`config.mk`:
```
export PLATFORM = sky130hd
export DESIGN_NAME = feedback_priority_task_dispatcher_unit_flat
export DESIGN_NICKNAME = d
export VERILOG_FILES = /design/src/hdl/fpd_pkg.sv /design/src/hdl/fpd_if.sv /design/src/hdl/fpd_cell.sv /design/src/hdl/feedback_priority_task_dispatcher_unit.sv /design/src/flat_wrapper.sv
export VERILOG_INCLUDE_DIRS = /design/src /design/src/hdl
export SDC_FILE = /design/constraint.sdc
export NUM_CORES = 2
export LEC_CHECK = 0
export BUFFER_PORTS_ARGS = -buffer_cell sky130_fd_sc_hd__buf_2
export CAP_MARGIN = 20
export CORE_ASPECT_RATIO = 1.2
export CORE_MARGIN = 10
export CORE_UTILIZATION = 27
export DETAILED_ROUTE_END_ITERATION = 7
export SLEW_MARGIN = 20
export SYNTH_ARGS = -nofsm -noshare
export SYNTH_HDL_FRONTEND = slang
export SYNTH_SLANG_ARGS = --single-unit
```
`constraint.sdc`:
```
create_clock -name clk -period 8.38 [get_ports clk]
set_clock_uncertainty 0.1 [all_clocks]
set_input_delay 0.419 -clock clk [delete_from_list [all_inputs] [get_ports clk]]
set_output_delay 0.419 -clock clk [all_outputs]
set_load 0.05 [all_outputs]
```
`src/hdl/feedback_priority_task_dispatcher_unit_assert.svh`:
```
// Assertion macros for the feedback priority task dispatcher.
`ifndef FEEDBACK_PRIORITY_TASK_DISPATCHER_UNIT_ASSERT_SVH
`define FEEDBACK_PRIORITY_TASK_DISPATCHER_UNIT_ASSERT_SVH

// Check that an antecedent implies a consequent in the same cycle.
`define FPD_ASSERT_IMP(lbl, ante, cons) \
    lbl: assert property (@(posedge clk) disable iff (!rst_n) (ante) |-> (cons)) \
        else $error("dispatcher assertion failed");

// Check that an antecedent implies a consequent in the next cycle.
`define FPD_ASSERT_NEXT(lbl, ante, cons) \
    lbl: assert property (@(posedge clk) disable iff (!rst_n) (ante) |=> (cons)) \
        else $error("dispatcher assertion failed");

`endif

```
`src/hdl/fpd_pkg.sv`:
```
// Shared types and constants of the feedback priority task dispatcher.
package fpd_pkg;

    localparam int MAX_TASKS_DEF = 32;

    localparam logic [7:0] TIMEOUT_RST = 8'd20;
    localparam logic [1:0] LEVEL_RST   = 2'd3;

    localparam logic CMD_LOAD = 1'b0;
    localparam logic CMD_TICK = 1'b1;

    localparam logic REG_TIMEOUT = 1'b0;
    localparam logic REG_LEVEL   = 1'b1;

    localparam logic [2:0] EV_TIMEOUT  = 3'd0;
    localparam logic [2:0] EV_SUSPEND  = 3'd1;
    localparam logic [2:0] EV_START    = 3'd2;
    localparam logic [2:0] EV_CONTINUE = 3'd3;
    localparam logic [2:0] EV_FINISH   = 3'd4;

    // One task table entry.
    typedef struct packed {
        logic [13:0] id;
        logic [15:0] arrival;
        logic [1:0]  prio;
        logic [7:0]  remaining;
        logic        admitted;
    } entry_t;

    // One reported event.
    typedef struct packed {
        logic [2:0]  res;
        logic [13:0] task_id;
        logic [15:0] when;
        logic [1:0]  prio;
        logic [7:0]  remaining;
    } event_t;

    // Cell controls.
    typedef struct packed {
        logic shift;
        logic load;
        logic update;
    } cell_ctl_t;

endpackage

```
`src/hdl/fpd_if.sv`:
```
// Stream interfaces for task input beats and event output beats.
interface fpd_in_if;
    logic        valid;
    logic        ready;
    logic        command;
    logic [13:0] task_id;
    logic [15:0] arrive_tick;
    logic [1:0]  start_priority;
    logic [7:0]  burst_time;

    modport source (output valid, command, task_id, arrive_tick, start_priority,
                    burst_time, input ready);
    modport sink (input valid, command, task_id, arrive_tick, start_priority,
                  burst_time, output ready);
endinterface

interface fpd_out_if;
    logic        valid;
    logic        ready;
    logic [2:0]  event_res;
    logic [13:0] event_task;
    logic [15:0] event_time;
    logic [1:0]  event_priority;
    logic [7:0]  event_remaining;
    logic        last;

    modport source (output valid, event_res, event_task, event_time, event_priority,
                    event_remaining, last, input ready);
    modport sink (input valid, event_res, event_task, event_time, event_priority,
                  event_remaining, last, output ready);
endinterface

```
`src/hdl/fpd_cell.sv`:
```
// One task table cell of the rotating chain.
module fpd_cell
(
    input  logic              clk,
    input  fpd_pkg::cell_ctl_t ctl,
    input  fpd_pkg::entry_t   shift_in,
    input  fpd_pkg::entry_t   load_data,
    input  logic [1:0]        upd_prio,
    input  logic [7:0]        upd_rem,
    output fpd_pkg::entry_t   q
);

    fpd_pkg::entry_t entry_reg;
    fpd_pkg::entry_t entry_next;

    // Take the neighbour's entry, a new load, or a service update
    always_comb
    begin
        entry_next = entry_reg;
        if (ctl.shift)
        begin
            entry_next = shift_in;
        end
        else if (ctl.load)
        begin
            entry_next = load_data;
        end
        else if (ctl.update)
        begin
            entry_next.prio      = upd_prio;
            entry_next.remaining = upd_rem;
        end
    end

    always_ff @(posedge clk)
    begin
        entry_reg <= entry_next;
    end

    assign q = entry_reg;

endmodule

```
`src/hdl/feedback_priority_task_dispatcher_unit.sv`:
```
// Top level of the feedback priority task dispatcher.
// Usage:
//   in_ch carries load and tick beats; out_ch carries event beats, the final
//   event of a tick marked by last. The APB port writes timeout_limit at
//   address 0 and lowest_level at address 4; pready is always high.
//   A load beat writes the next free cell. A full table drops the load.
//   A tick rotates the chain of MAX_TASKS cells once round, one cell a cycle
//   unless a timeout event is held up, admitting, killing and picking on the
//   entry at the head; timeout events leave during the rotation. Suspend,
//   service and finish events follow in that order, then the flush state
//   pushes the last event. The block takes one beat at a time.
//   Each event is held one stage so last can be set; the output register
//   parts the block from the receiver. A stalled receiver freezes the
//   rotation only when a new event must be pushed.
//   Reset empties the table, clears time and the running task, and loads the
//   register defaults (timeout 20, lowest level 3).
module feedback_priority_task_dispatcher_unit
#(
    parameter int MAX_TASKS = fpd_pkg::MAX_TASKS_DEF
)
(
    input  logic        clk,
    input  logic        rst_n,
    fpd_in_if.sink      in_ch,
    fpd_out_if.source   out_ch,
    input  logic        psel,
    input  logic        penable,
    input  logic        pwrite,
    input  logic [2:0]  paddr,
    input  logic [31:0] pwdata,
    output logic [31:0] prdata,
    output logic        pready
);

    localparam int IW = $clog2(MAX_TASKS);
    localparam int CW = $clog2(MAX_TASKS + 1);

    localparam logic [2:0] ST_IDLE  = 3'd0;
    localparam logic [2:0] ST_PASS  = 3'd1;
    localparam logic [2:0] ST_SUSP  = 3'd2;
    localparam logic [2:0] ST_SERVE = 3'd3;
    localparam logic [2:0] ST_FIN   = 3'd4;
    localparam logic [2:0] ST_FLUSH = 3'd5;

    logic [2:0]       state_reg, state_next;
    logic [CW-1:0]    total_reg, total_next;
    logic [15:0]      now_reg, now_next;
    logic [IW-1:0]    ri_reg, ri_next;
    logic             rv_reg, rv_next;
    logic [IW-1:0]    pos_reg, pos_next;
    logic             found_reg, found_next;
    logic [IW-1:0]    pick_reg, pick_next;
    logic [13:0]      best_id_reg, best_id_next;
    logic [1:0]       best_prio_reg, best_prio_next;
    logic [7:0]       best_rem_reg, best_rem_next;
    logic [13:0]      run_id_reg, run_id_next;
    logic [1:0]       run_prio_reg, run_prio_next;
    logic [7:0]       run_rem_reg, run_rem_next;
    logic [7:0]       tlim_reg;
    logic [1:0]       level_reg;
    fpd_pkg::event_t  hold_reg, hold_next;
    logic             hold_valid_reg, hold_valid_next;
    fpd_pkg::event_t  out_reg, out_next;
    logic             out_last_reg, out_last_next;
    logic             out_valid_reg, out_valid_next;

    fpd_pkg::entry_t  cell_q [MAX_TASKS];
    fpd_pkg::entry_t  head;
    fpd_pkg::entry_t  head_mod;
    fpd_pkg::entry_t  load_data;
    logic             shift_en, load_en, upd_en;
    logic [1:0]       upd_prio;
    logic [7:0]       upd_rem;

    logic             active, adm_n, kill, elig, better, step_ok;
    logic [15:0]      age;
    logic             out_free, emit_ok, emit, push_out, push_last;
    fpd_pkg::event_t  ev_new;
    logic             accept;

    // Configuration port
    assign pready = 1'b1;
    assign prdata = (paddr[2] == fpd_pkg::REG_LEVEL) ? {30'd0, level_reg} : {24'd0, tlim_reg};

    always_ff @(posedge clk or negedge rst_n)
    begin
        if (!rst_n)
        begin
            tlim_reg  <= fpd_pkg::TIMEOUT_RST;
            level_reg <= fpd_pkg::LEVEL_RST;
        end
        else if (psel && penable && pwrite)
        begin
            if (paddr[2] == fpd_pkg::REG_TIMEOUT)
            begin
                tlim_reg <= pwdata[7:0];
            end
            else
            begin
                level_reg <= pwdata[1:0];
            end
        end
    end

    // Cell chain: rotate towards the head, the edited head entry re-enters at the tail
    assign load_data = '{id: in_ch.task_id, arrival: in_ch.arrive_tick,
                         prio: in_ch.start_priority, remaining: in_ch.burst_time,
                         admitted: 1'b0};

    genvar k;
    generate
        for (k = 0; k < MAX_TASKS; k++)
        begin : g_cell
            fpd_pkg::cell_ctl_t ctl;
            fpd_pkg::entry_t    sin;

            assign ctl.shift  = shift_en;
            assign ctl.load   = load_en && (total_reg == CW'(k));
            assign ctl.update = upd_en && (pick_reg == IW'(k));
            if (k == MAX_TASKS - 1)
            begin : g_tail
                assign sin = head_mod;
            end
            else
            begin : g_mid
                assign sin = cell_q[k+1];
            end

            fpd_cell u_cell
            (
                .clk       (clk),
                .ctl       (ctl),
                .shift_in  (sin),
                .load_data (load_data),
                .upd_prio  (upd_prio),
                .upd_rem   (upd_rem),
                .q         (cell_q[k])
            );
        end
    endgenerate

    // Head cell evaluation: admit, kill on timeout, compare for the pick
    assign head   = cell_q[0];
    assign active = CW'(pos_reg) < total_reg;
    assign adm_n  = head.admitted || (head.arrival == now_reg);
    assign age    = now_reg - head.arrival;
    assign kill   = active && (head.remaining != 8'd0) && adm_n && (age >= {8'd0, tlim_reg});

    always_comb
    begin
        head_mod = head;
        if (active)
        begin
            head_mod.admitted = adm_n;
        end
        if (kill)
        begin
            head_mod.remaining = 8'd0;
        end
    end

    assign elig   = active && (head_mod.remaining != 8'd0) && (head.arrival <= now_reg);
    assign better = elig && (!found_reg || (head.prio < best_prio_reg));

    assign out_free = !out_valid_reg || out_ch.ready;
    assign emit_ok  = !hold_valid_reg || out_free;
    assign step_ok  = !kill || emit_ok;
    assign accept   = in_ch.valid && in_ch.ready;
    assign in_ch.ready = (state_reg == ST_IDLE);

    // Service update values for the picked task
    assign upd_rem  = best_rem_reg - 8'd1;
    assign upd_prio = ((best_prio_reg != 2'd0) && (upd_rem != 8'd0) && (best_prio_reg < level_reg))
                      ? best_prio_reg + 2'd1 : best_prio_reg;

    // Sequencer
    always_comb
    begin
        state_next     = state_reg;
        total_next     = total_reg;
        now_next       = now_reg;
        ri_next        = ri_reg;
        rv_next        = rv_reg;
        pos_next       = pos_reg;
        found_next     = found_reg;
        pick_next      = pick_reg;
        best_id_next   = best_id_reg;
        best_prio_next = best_prio_reg;
        best_rem_next  = best_rem_reg;
        run_id_next    = run_id_reg;
        run_prio_next  = run_prio_reg;
        run_rem_next   = run_rem_reg;
        shift_en       = 1'b0;
        load_en        = 1'b0;
        upd_en         = 1'b0;
        emit           = 1'b0;
        push_last      = 1'b0;
        ev_new         = '0;

        case (state_reg)
            ST_IDLE:
            begin
                if (accept)
                begin
                    if (in_ch.command == fpd_pkg::CMD_LOAD)
                    begin
                        if (total_reg < CW'(MAX_TASKS))
                        begin
                            load_en    = 1'b1;
                            total_next = total_reg + CW'(1);
                        end
                    end
                    else
                    begin
                        pos_next   = '0;
                        found_next = 1'b0;
                        state_next = ST_PASS;
                    end
                end
            end
            ST_PASS:
            begin
                if (step_ok)
                begin
                    shift_en = 1'b1;
                    if (kill)
                    begin
                        emit   = 1'b1;
                        ev_new = '{res: fpd_pkg::EV_TIMEOUT, task_id: head.id, when: now_reg,
                                   prio: head.prio, remaining: head.remaining};
                        if (rv_reg && (ri_reg == pos_reg))
                        begin
                            rv_next = 1'b0;
                        end
                    end
                    if (better)
                    begin
                        found_next     = 1'b1;
                        pick_next      = pos_reg;
                        best_id_next   = head.id;
                        best_prio_next = head.prio;
                        best_rem_next  = head_mod.remaining;
                    end
                    if (ri_reg == pos_reg)
                    begin
                        run_id_next   = head.id;
                        run_prio_next = head.prio;
                        run_rem_next  = head_mod.remaining;
                    end
                    pos_next = pos_reg + IW'(1);
                    if (pos_reg == IW'(MAX_TASKS - 1))
                    begin
                        state_next = ST_SUSP;
                    end
                end
            end
            ST_SUSP:
            begin
                if (!found_reg)
                begin
                    now_next   = now_reg + 16'd1;
                    state_next = ST_FLUSH;
                end
                else if (rv_reg && (ri_reg != pick_reg) && (run_rem_reg != 8'd0))
                begin
                    if (emit_ok)
                    begin
                        emit       = 1'b1;
                        ev_new     = '{res: fpd_pkg::EV_SUSPEND, task_id: run_id_reg,
                                       when: now_reg, prio: run_prio_reg,
                                       remaining: run_rem_reg};
                        state_next = ST_SERVE;
                    end
                end
                else
                begin
                    state_next = ST_SERVE;
                end
            end
            ST_SERVE:
            begin
                if (emit_ok)
                begin
                    emit   = 1'b1;
                    ev_new = '{res: (rv_reg && (ri_reg == pick_reg)) ? fpd_pkg::EV_CONTINUE
                                                                     : fpd_pkg::EV_START,
                               task_id: best_id_reg, when: now_reg, prio: best_prio_reg,
                               remaining: best_rem_reg};
                    now_next       = now_reg + 16'd1;
                    upd_en         = 1'b1;
                    best_prio_next = upd_prio;
                    if (upd_rem == 8'd0)
                    begin
                        state_next = ST_FIN;
                    end
                    else
                    begin
                        ri_next    = pick_reg;
                        rv_next    = 1'b1;
                        state_next = ST_FLUSH;
                    end
                end
            end
            ST_FIN:
            begin
                if (emit_ok)
                begin
                    emit       = 1'b1;
                    ev_new     = '{res: fpd_pkg::EV_FINISH, task_id: best_id_reg,
                                   when: now_reg, prio: best_prio_reg, remaining: 8'd0};
                    rv_next    = 1'b0;
                    state_next = ST_FLUSH;
                end
            end
            ST_FLUSH:
            begin
                if (!hold_valid_reg)
                begin
                    state_next = ST_IDLE;
                end
                else if (out_free)
                begin
                    push_last  = 1'b1;
                    state_next = ST_IDLE;
                end
            end
            default:
            begin
                state_next = ST_IDLE;
            end
        endcase
    end

    // Event hold stage and output register
    assign push_out = (emit && hold_valid_reg) || push_last;

    always_comb
    begin
        hold_next       = hold_reg;
        hold_valid_next = hold_valid_reg;
        out_next        = out_reg;
        out_last_next   = out_last_reg;
        out_valid_next  = out_valid_reg && !out_ch.ready;
        if (push_out)
        begin
            out_next       = hold_reg;
            out_last_next  = push_last;
            out_valid_next = 1'b1;
        end
        if (emit)
        begin
            hold_next       = ev_new;
            hold_valid_next = 1'b1;
        end
        else if (push_last)
        begin
            hold_valid_next = 1'b0;
        end
    end

    always_ff @(posedge clk or negedge rst_n)
    begin
        if (!rst_n)
        begin
            state_reg      <= ST_IDLE;
            total_reg      <= '0;
            now_reg        <= '0;
            ri_reg         <= '0;
            rv_reg         <= 1'b0;
            pos_reg        <= '0;
            found_reg      <= 1'b0;
            hold_valid_reg <= 1'b0;
            out_valid_reg  <= 1'b0;
        end
        else
        begin
            state_reg      <= state_next;
            total_reg      <= total_next;
            now_reg        <= now_next;
            ri_reg         <= ri_next;
            rv_reg         <= rv_next;
            pos_reg        <= pos_next;
            found_reg      <= found_next;
            hold_valid_reg <= hold_valid_next;
            out_valid_reg  <= out_valid_next;
        end
    end

    always_ff @(posedge clk)
    begin
        pick_reg      <= pick_next;
        best_id_reg   <= best_id_next;
        best_prio_reg <= best_prio_next;
        best_rem_reg  <= best_rem_next;
        run_id_reg    <= run_id_next;
        run_prio_reg  <= run_prio_next;
        run_rem_reg   <= run_rem_next;
        hold_reg      <= hold_next;
        out_reg       <= out_next;
        out_last_reg  <= out_last_next;
    end

    assign out_ch.valid           = out_valid_reg;
    assign out_ch.event_res       = out_reg.res;
    assign out_ch.event_task      = out_reg.task_id;
    assign out_ch.event_time      = out_reg.when;
    assign out_ch.event_priority  = out_reg.prio;
    assign out_ch.event_remaining = out_reg.remaining;
    assign out_ch.last            = out_last_reg;

    // Checks
`include "feedback_priority_task_dispatcher_unit_assert.svh"

    `FPD_ASSERT_IMP(a_idle_no_hold, state_reg == ST_IDLE, !hold_valid_reg)
    `FPD_ASSERT_IMP(a_run_in_table, rv_reg, CW'(ri_reg) < total_reg)
    `FPD_ASSERT_IMP(a_total_bound, 1'b1, total_reg <= CW'(MAX_TASKS))
    `FPD_ASSERT_NEXT(a_flush_last, push_last, out_valid_reg && out_last_reg)

endmodule

```
`src/flat_wrapper.sv`:
```
// flat-port wrapper written by rule: the top's interface ports become plain ports
module feedback_priority_task_dispatcher_unit_flat 
#(
    parameter int MAX_TASKS = fpd_pkg::MAX_TASKS_DEF
)
  (clk, rst_n, psel, penable, pwrite, paddr, pwdata, prdata, pready, in_ch_valid, in_ch_command, in_ch_task_id, in_ch_arrive_tick, in_ch_start_priority, in_ch_burst_time, in_ch_ready, out_ch_valid, out_ch_event_res, out_ch_event_task, out_ch_event_time, out_ch_event_priority, out_ch_event_remaining, out_ch_last, out_ch_ready);
  fpd_in_if in_ch_i ();
  fpd_out_if out_ch_i ();
  input  logic clk;
  input  logic rst_n;
  input  logic psel;
  input  logic penable;
  input  logic pwrite;
  input  logic [2:0] paddr;
  input  logic [31:0] pwdata;
  output logic [31:0] prdata;
  output logic pready;
  input wire logic [$bits(in_ch_i.valid)-1:0] in_ch_valid;
  input wire logic [$bits(in_ch_i.command)-1:0] in_ch_command;
  input wire logic [$bits(in_ch_i.task_id)-1:0] in_ch_task_id;
  input wire logic [$bits(in_ch_i.arrive_tick)-1:0] in_ch_arrive_tick;
  input wire logic [$bits(in_ch_i.start_priority)-1:0] in_ch_start_priority;
  input wire logic [$bits(in_ch_i.burst_time)-1:0] in_ch_burst_time;
  output wire logic [$bits(in_ch_i.ready)-1:0] in_ch_ready;
  output wire logic [$bits(out_ch_i.valid)-1:0] out_ch_valid;
  output wire logic [$bits(out_ch_i.event_res)-1:0] out_ch_event_res;
  output wire logic [$bits(out_ch_i.event_task)-1:0] out_ch_event_task;
  output wire logic [$bits(out_ch_i.event_time)-1:0] out_ch_event_time;
  output wire logic [$bits(out_ch_i.event_priority)-1:0] out_ch_event_priority;
  output wire logic [$bits(out_ch_i.event_remaining)-1:0] out_ch_event_remaining;
  output wire logic [$bits(out_ch_i.last)-1:0] out_ch_last;
  input wire logic [$bits(out_ch_i.ready)-1:0] out_ch_ready;
  assign in_ch_i.valid = in_ch_valid;
  assign in_ch_i.command = in_ch_command;
  assign in_ch_i.task_id = in_ch_task_id;
  assign in_ch_i.arrive_tick = in_ch_arrive_tick;
  assign in_ch_i.start_priority = in_ch_start_priority;
  assign in_ch_i.burst_time = in_ch_burst_time;
  assign in_ch_ready = in_ch_i.ready;
  assign out_ch_valid = out_ch_i.valid;
  assign out_ch_event_res = out_ch_i.event_res;
  assign out_ch_event_task = out_ch_i.event_task;
  assign out_ch_event_time = out_ch_i.event_time;
  assign out_ch_event_priority = out_ch_i.event_priority;
  assign out_ch_event_remaining = out_ch_i.event_remaining;
  assign out_ch_last = out_ch_i.last;
  assign out_ch_i.ready = out_ch_ready;
  feedback_priority_task_dispatcher_unit #(.MAX_TASKS(MAX_TASKS)) u_core (.clk(clk), .rst_n(rst_n), .in_ch(in_ch_i), .out_ch(out_ch_i), .psel(psel), .penable(penable), .pwrite(pwrite), .paddr(paddr), .pwdata(pwdata), .prdata(prdata), .pready(pready));
endmodule
```
==> out/results.txt <==
Status -> complete, no violations
Die width -> 466.9 um
Cell Area, Synth -> 0.06469 mm^2
Startpoint types -> flip-flop
Switching power share of the total -> 0.3224
MaxCap Viol Count -> 0
Yosys Warn Count -> 0
FFs w/ async S/R, synth -> 0.03264
Met1 usage -> 0.1528
Routed Antenna Nets -> 0
Via Count -> 36369
Setup Buffers After CTS -> 0
Port bufs -> 110
Pleak -> 30.58 nW
Flop pwr share -> 0.489
IO Pins -> 162
GPL Wtd Cong -> 0.7976
Final core occ -> 0.3090
Gate power share -> 0.303
Clock Path Buffers -> 3
Fin crit share -> 0.7478
Max Clk Rate -> 0.1596 GHz
CP max FO -> 67
Vias in the first global route -> 36132
Post-cts sizing count -> 0
Final-report hold violation count -> 0
Detailed placer's ending HPWL -> 88560 um
Max FFs per register -> 1312
Drt pass-1 iters -> 7
Hold Path Class -> input pin to flip-flop
Gr usage total -> 0.1108
Die Y -> 556.2 um
Seq/Total Area, Yosys -> 0.6930
Area of the multi-input gates -> 0.01835 mm^2
Worst Path Required -> 8890 ps
Clock sinks -> 1501
DRC violation total after the first TritonRoute iteration -> 3348
Clock power frac -> 0.207
Per-cell routed wire length -> 19.30 um
Number of synthesized flops with an enable pin -> 1452
Reg clk slew, reported paths -> 70 ps
DR DRC count -> 0
Crit path kind -> flip-flop to flip-flop
Crit. End Element -> flip-flop
Setup TNS -> 0 ps
Net switching power -> 10.21 mW
Clk_lat worst skew -> 800 ps
RSZ-0062 raised after global routing -> no
Arrival time worst endpoint -> 6780 ps
Total gr overflow -> 0
Gr busiest metal -> met2
Nets -> 4590
Initial core utilization -> 0.2717
Power density over the cells -> 430.5 mW/mm^2
Cell row count -> 196
R2R cell count -> 17
Hold-fix buffer count after cts -> 14
First-pass GRT wire length -> 228000 um
Fillers -> 23415
Final Critical Period -> 6267 ps
Post-route setup slack -> 2113 ps
Worst Hold Path Cells -> 3
Max-slew violations -> 0
Core area -> 0.2381 mm^2
Num CTS Buffers -> 144
Final WL -> 149500 um
Grt met3 use -> 0.02010
Root Buffer Master -> clkbuf_16
Synth Flop Type -> edfxtp_1
Netlist cell types -> 68
Number of synthesized register bits -> 1501
Pre-CTS setup slack -> 2140 ps
Largest net degree at the start of global routing -> 170
Htree depth -> 4
Least-Margin Pin Slew -> 1128 ps
Mapped Cells -> 4516
Register Area -> 0.04483 mm^2
Initial antenna violation count -> 17
Via-per-instance ratio -> 4.694
Layout cells sized above 1 -> 0.1719
Slew HR -> 0.2478
DIE AREA -> 0.2597 mm^2
Int Pwr -> 21.46 mW
Avg Cell Area, Syn -> 14.33 um^2
Max rail drop VDD -> 0.2520 mV
CTS tree -> done
Met2 Use GR -> 0.1799
Final setup viols -> 0
Area growth from synthesis to layout -> 13.75%
Yosys cell counts (all sizes together) (3+ instances only):
library cell | n | area, um^2
a211oi | 5 | 37.54
a21boi | 32 | 240.2
a21o | 995 | 7470
a21oi | 342 | 1712
a22o | 32 | 280.3
and2 | 34 | 212.7
and3 | 34 | 212.7
and4 | 4 | 35.03
buf | 184 | 980.9
clkbuf | 244 | 915.9
dfrtp | 45 | 1126
dfstp | 4 | 105.1
edfxtp | 1452 | 43600
ha | 40 | 500.5
inv | 48 | 180.2
mux2 | 330 | 3716
nand2 | 111 | 416.7
nand2b | 13 | 81.33
nand3 | 15 | 75.07
nand3b | 4 | 30.03
nand4 | 11 | 68.82
nor2 | 354 | 1329
nor2b | 6 | 37.54
nor3 | 17 | 85.08
nor4 | 8 | 71.32
o211ai | 36 | 275.3
o21a | 5 | 37.54
o21ai | 27 | 135.1
o21bai | 3 | 22.52
o311ai | 3 | 26.28
or3 | 6 | 37.54
xnor2 | 29 | 254.0
xor2 | 13 | 113.9
area by class of cell:
type | instances | area share
antenna | 1 | 0.00003400
clock buffer | 180 | 0.05194
clock inverter | 79 | 0.01226
inverter | 48 | 0.002448
multi-input combinational | 2562 | 0.2493
sequential | 1501 | 0.6092
tap | 3168 | 0.05386
timing repair buffer | 209 | 0.02088
power groups by stage:
stage | clock, mW | combinational [mW] | sequential, mW
after floorplan | 0 | 6.71 | 15.3
after detailed placement | 0 | 9.60 | 15.6
after global placement | 0 | 9.39 | 15.6
after global routing | 7.04 | 10.5 | 15.8
final | 6.57 | 9.61 | 15.5
after CTS | 6.76 | 9.70 | 15.5
critical path: stages (launching register included):
cell and delay [ps]:
edfxtp_1 400, inv_1 90, ha_1 360, o211ai_1 180
a21oi_1 80, nor2_1 280, xnor2_1 180, ha_1 270
a211oi_1 220, o21ai_0 130, o2111a_1 140, a211oi_1 300
nand4_1 420, o211ai_4 350, buf_4 640, and2_4 860
buf_4 620, a21o_1 310
layout by cell type, fill, tap and decap left out, types with 14 or more instances in the layout:
cell and instances:
clkinv_2 18, xnor2_1 22, clkbuf_16 147, dlygate4sd3_1 14, o211ai_1 35, conb_1 25, a21boi_4 30, mux2_2 327
nor2_1 352, nand3_1 15, a21oi_1 341, edfxtp_1 1452, nor3_1 16, and2_1 33, a21o_1 994, clkinv_1 27
and3_1 34, ha_1 40, inv_1 47, buf_4 67, dfrtp_1 45, nand2_1 105, buf_2 110, clkbuf_1 31
o21ai_0 26, a22o_1 32
routing by layer:
layer,wire (um),up-vias
li1,-,16732
met1,69170,18478
met2,69770,950
met3,7750,201
met4,2804,8
met5,47,-
kinds of logic (layout without fill, tap and decap cells):
kind of cell,after synthesis,count (layout),synth area share
compound gates,1498,1498,0.1608
mux,332,332,0.05775
flops,1501,1501,0.6930
xor+xnor,42,42,0.005686
simple gates,624,624,0.04247
fa+ha+maj,41,41,0.008046
other cells,2,26,0.0001161
buf+inv,476,516,0.03210
stage by stage:
stage | cells | power [mW] | cell area (um^2) | hold WS (ps)
global placement | 7457 | 24.96 | 68480 | 306.1
floorplan | 4539 | 22.05 | 64780 | 23.41
CTS | 7736 | 31.98 | 73410 | 129.9
finish | 7748 | 31.68 | 73590 | 164.5
detailed placement | 7463 | 25.21 | 68550 | 304.5
global route | 7747 | 33.40 | 73590 | 123.3
final timing paths:
path | startpoint | end | slack (ps)
max in group asynchronous | rst_n | u_core.ri_reg[1] | 7390
max | u_core.g_cell[0].u_cell.q[13] | u_core.g_cell[24].u_cell.q[25] | 2110
min in group asynchronous | rst_n | u_core.out_ch.valid | 260
max reg2reg | u_core.g_cell[0].u_cell.q[13] | u_core.g_cell[24].u_cell.q[25] | 2110
min | in_ch_arrive_tick[13] | u_core.g_cell[18].u_cell.q[24] | 160
min reg2reg | u_core.hold_reg[0] | u_core.out_ch.event_remaining[0] | 320
(Power assumes the default switching activity.)
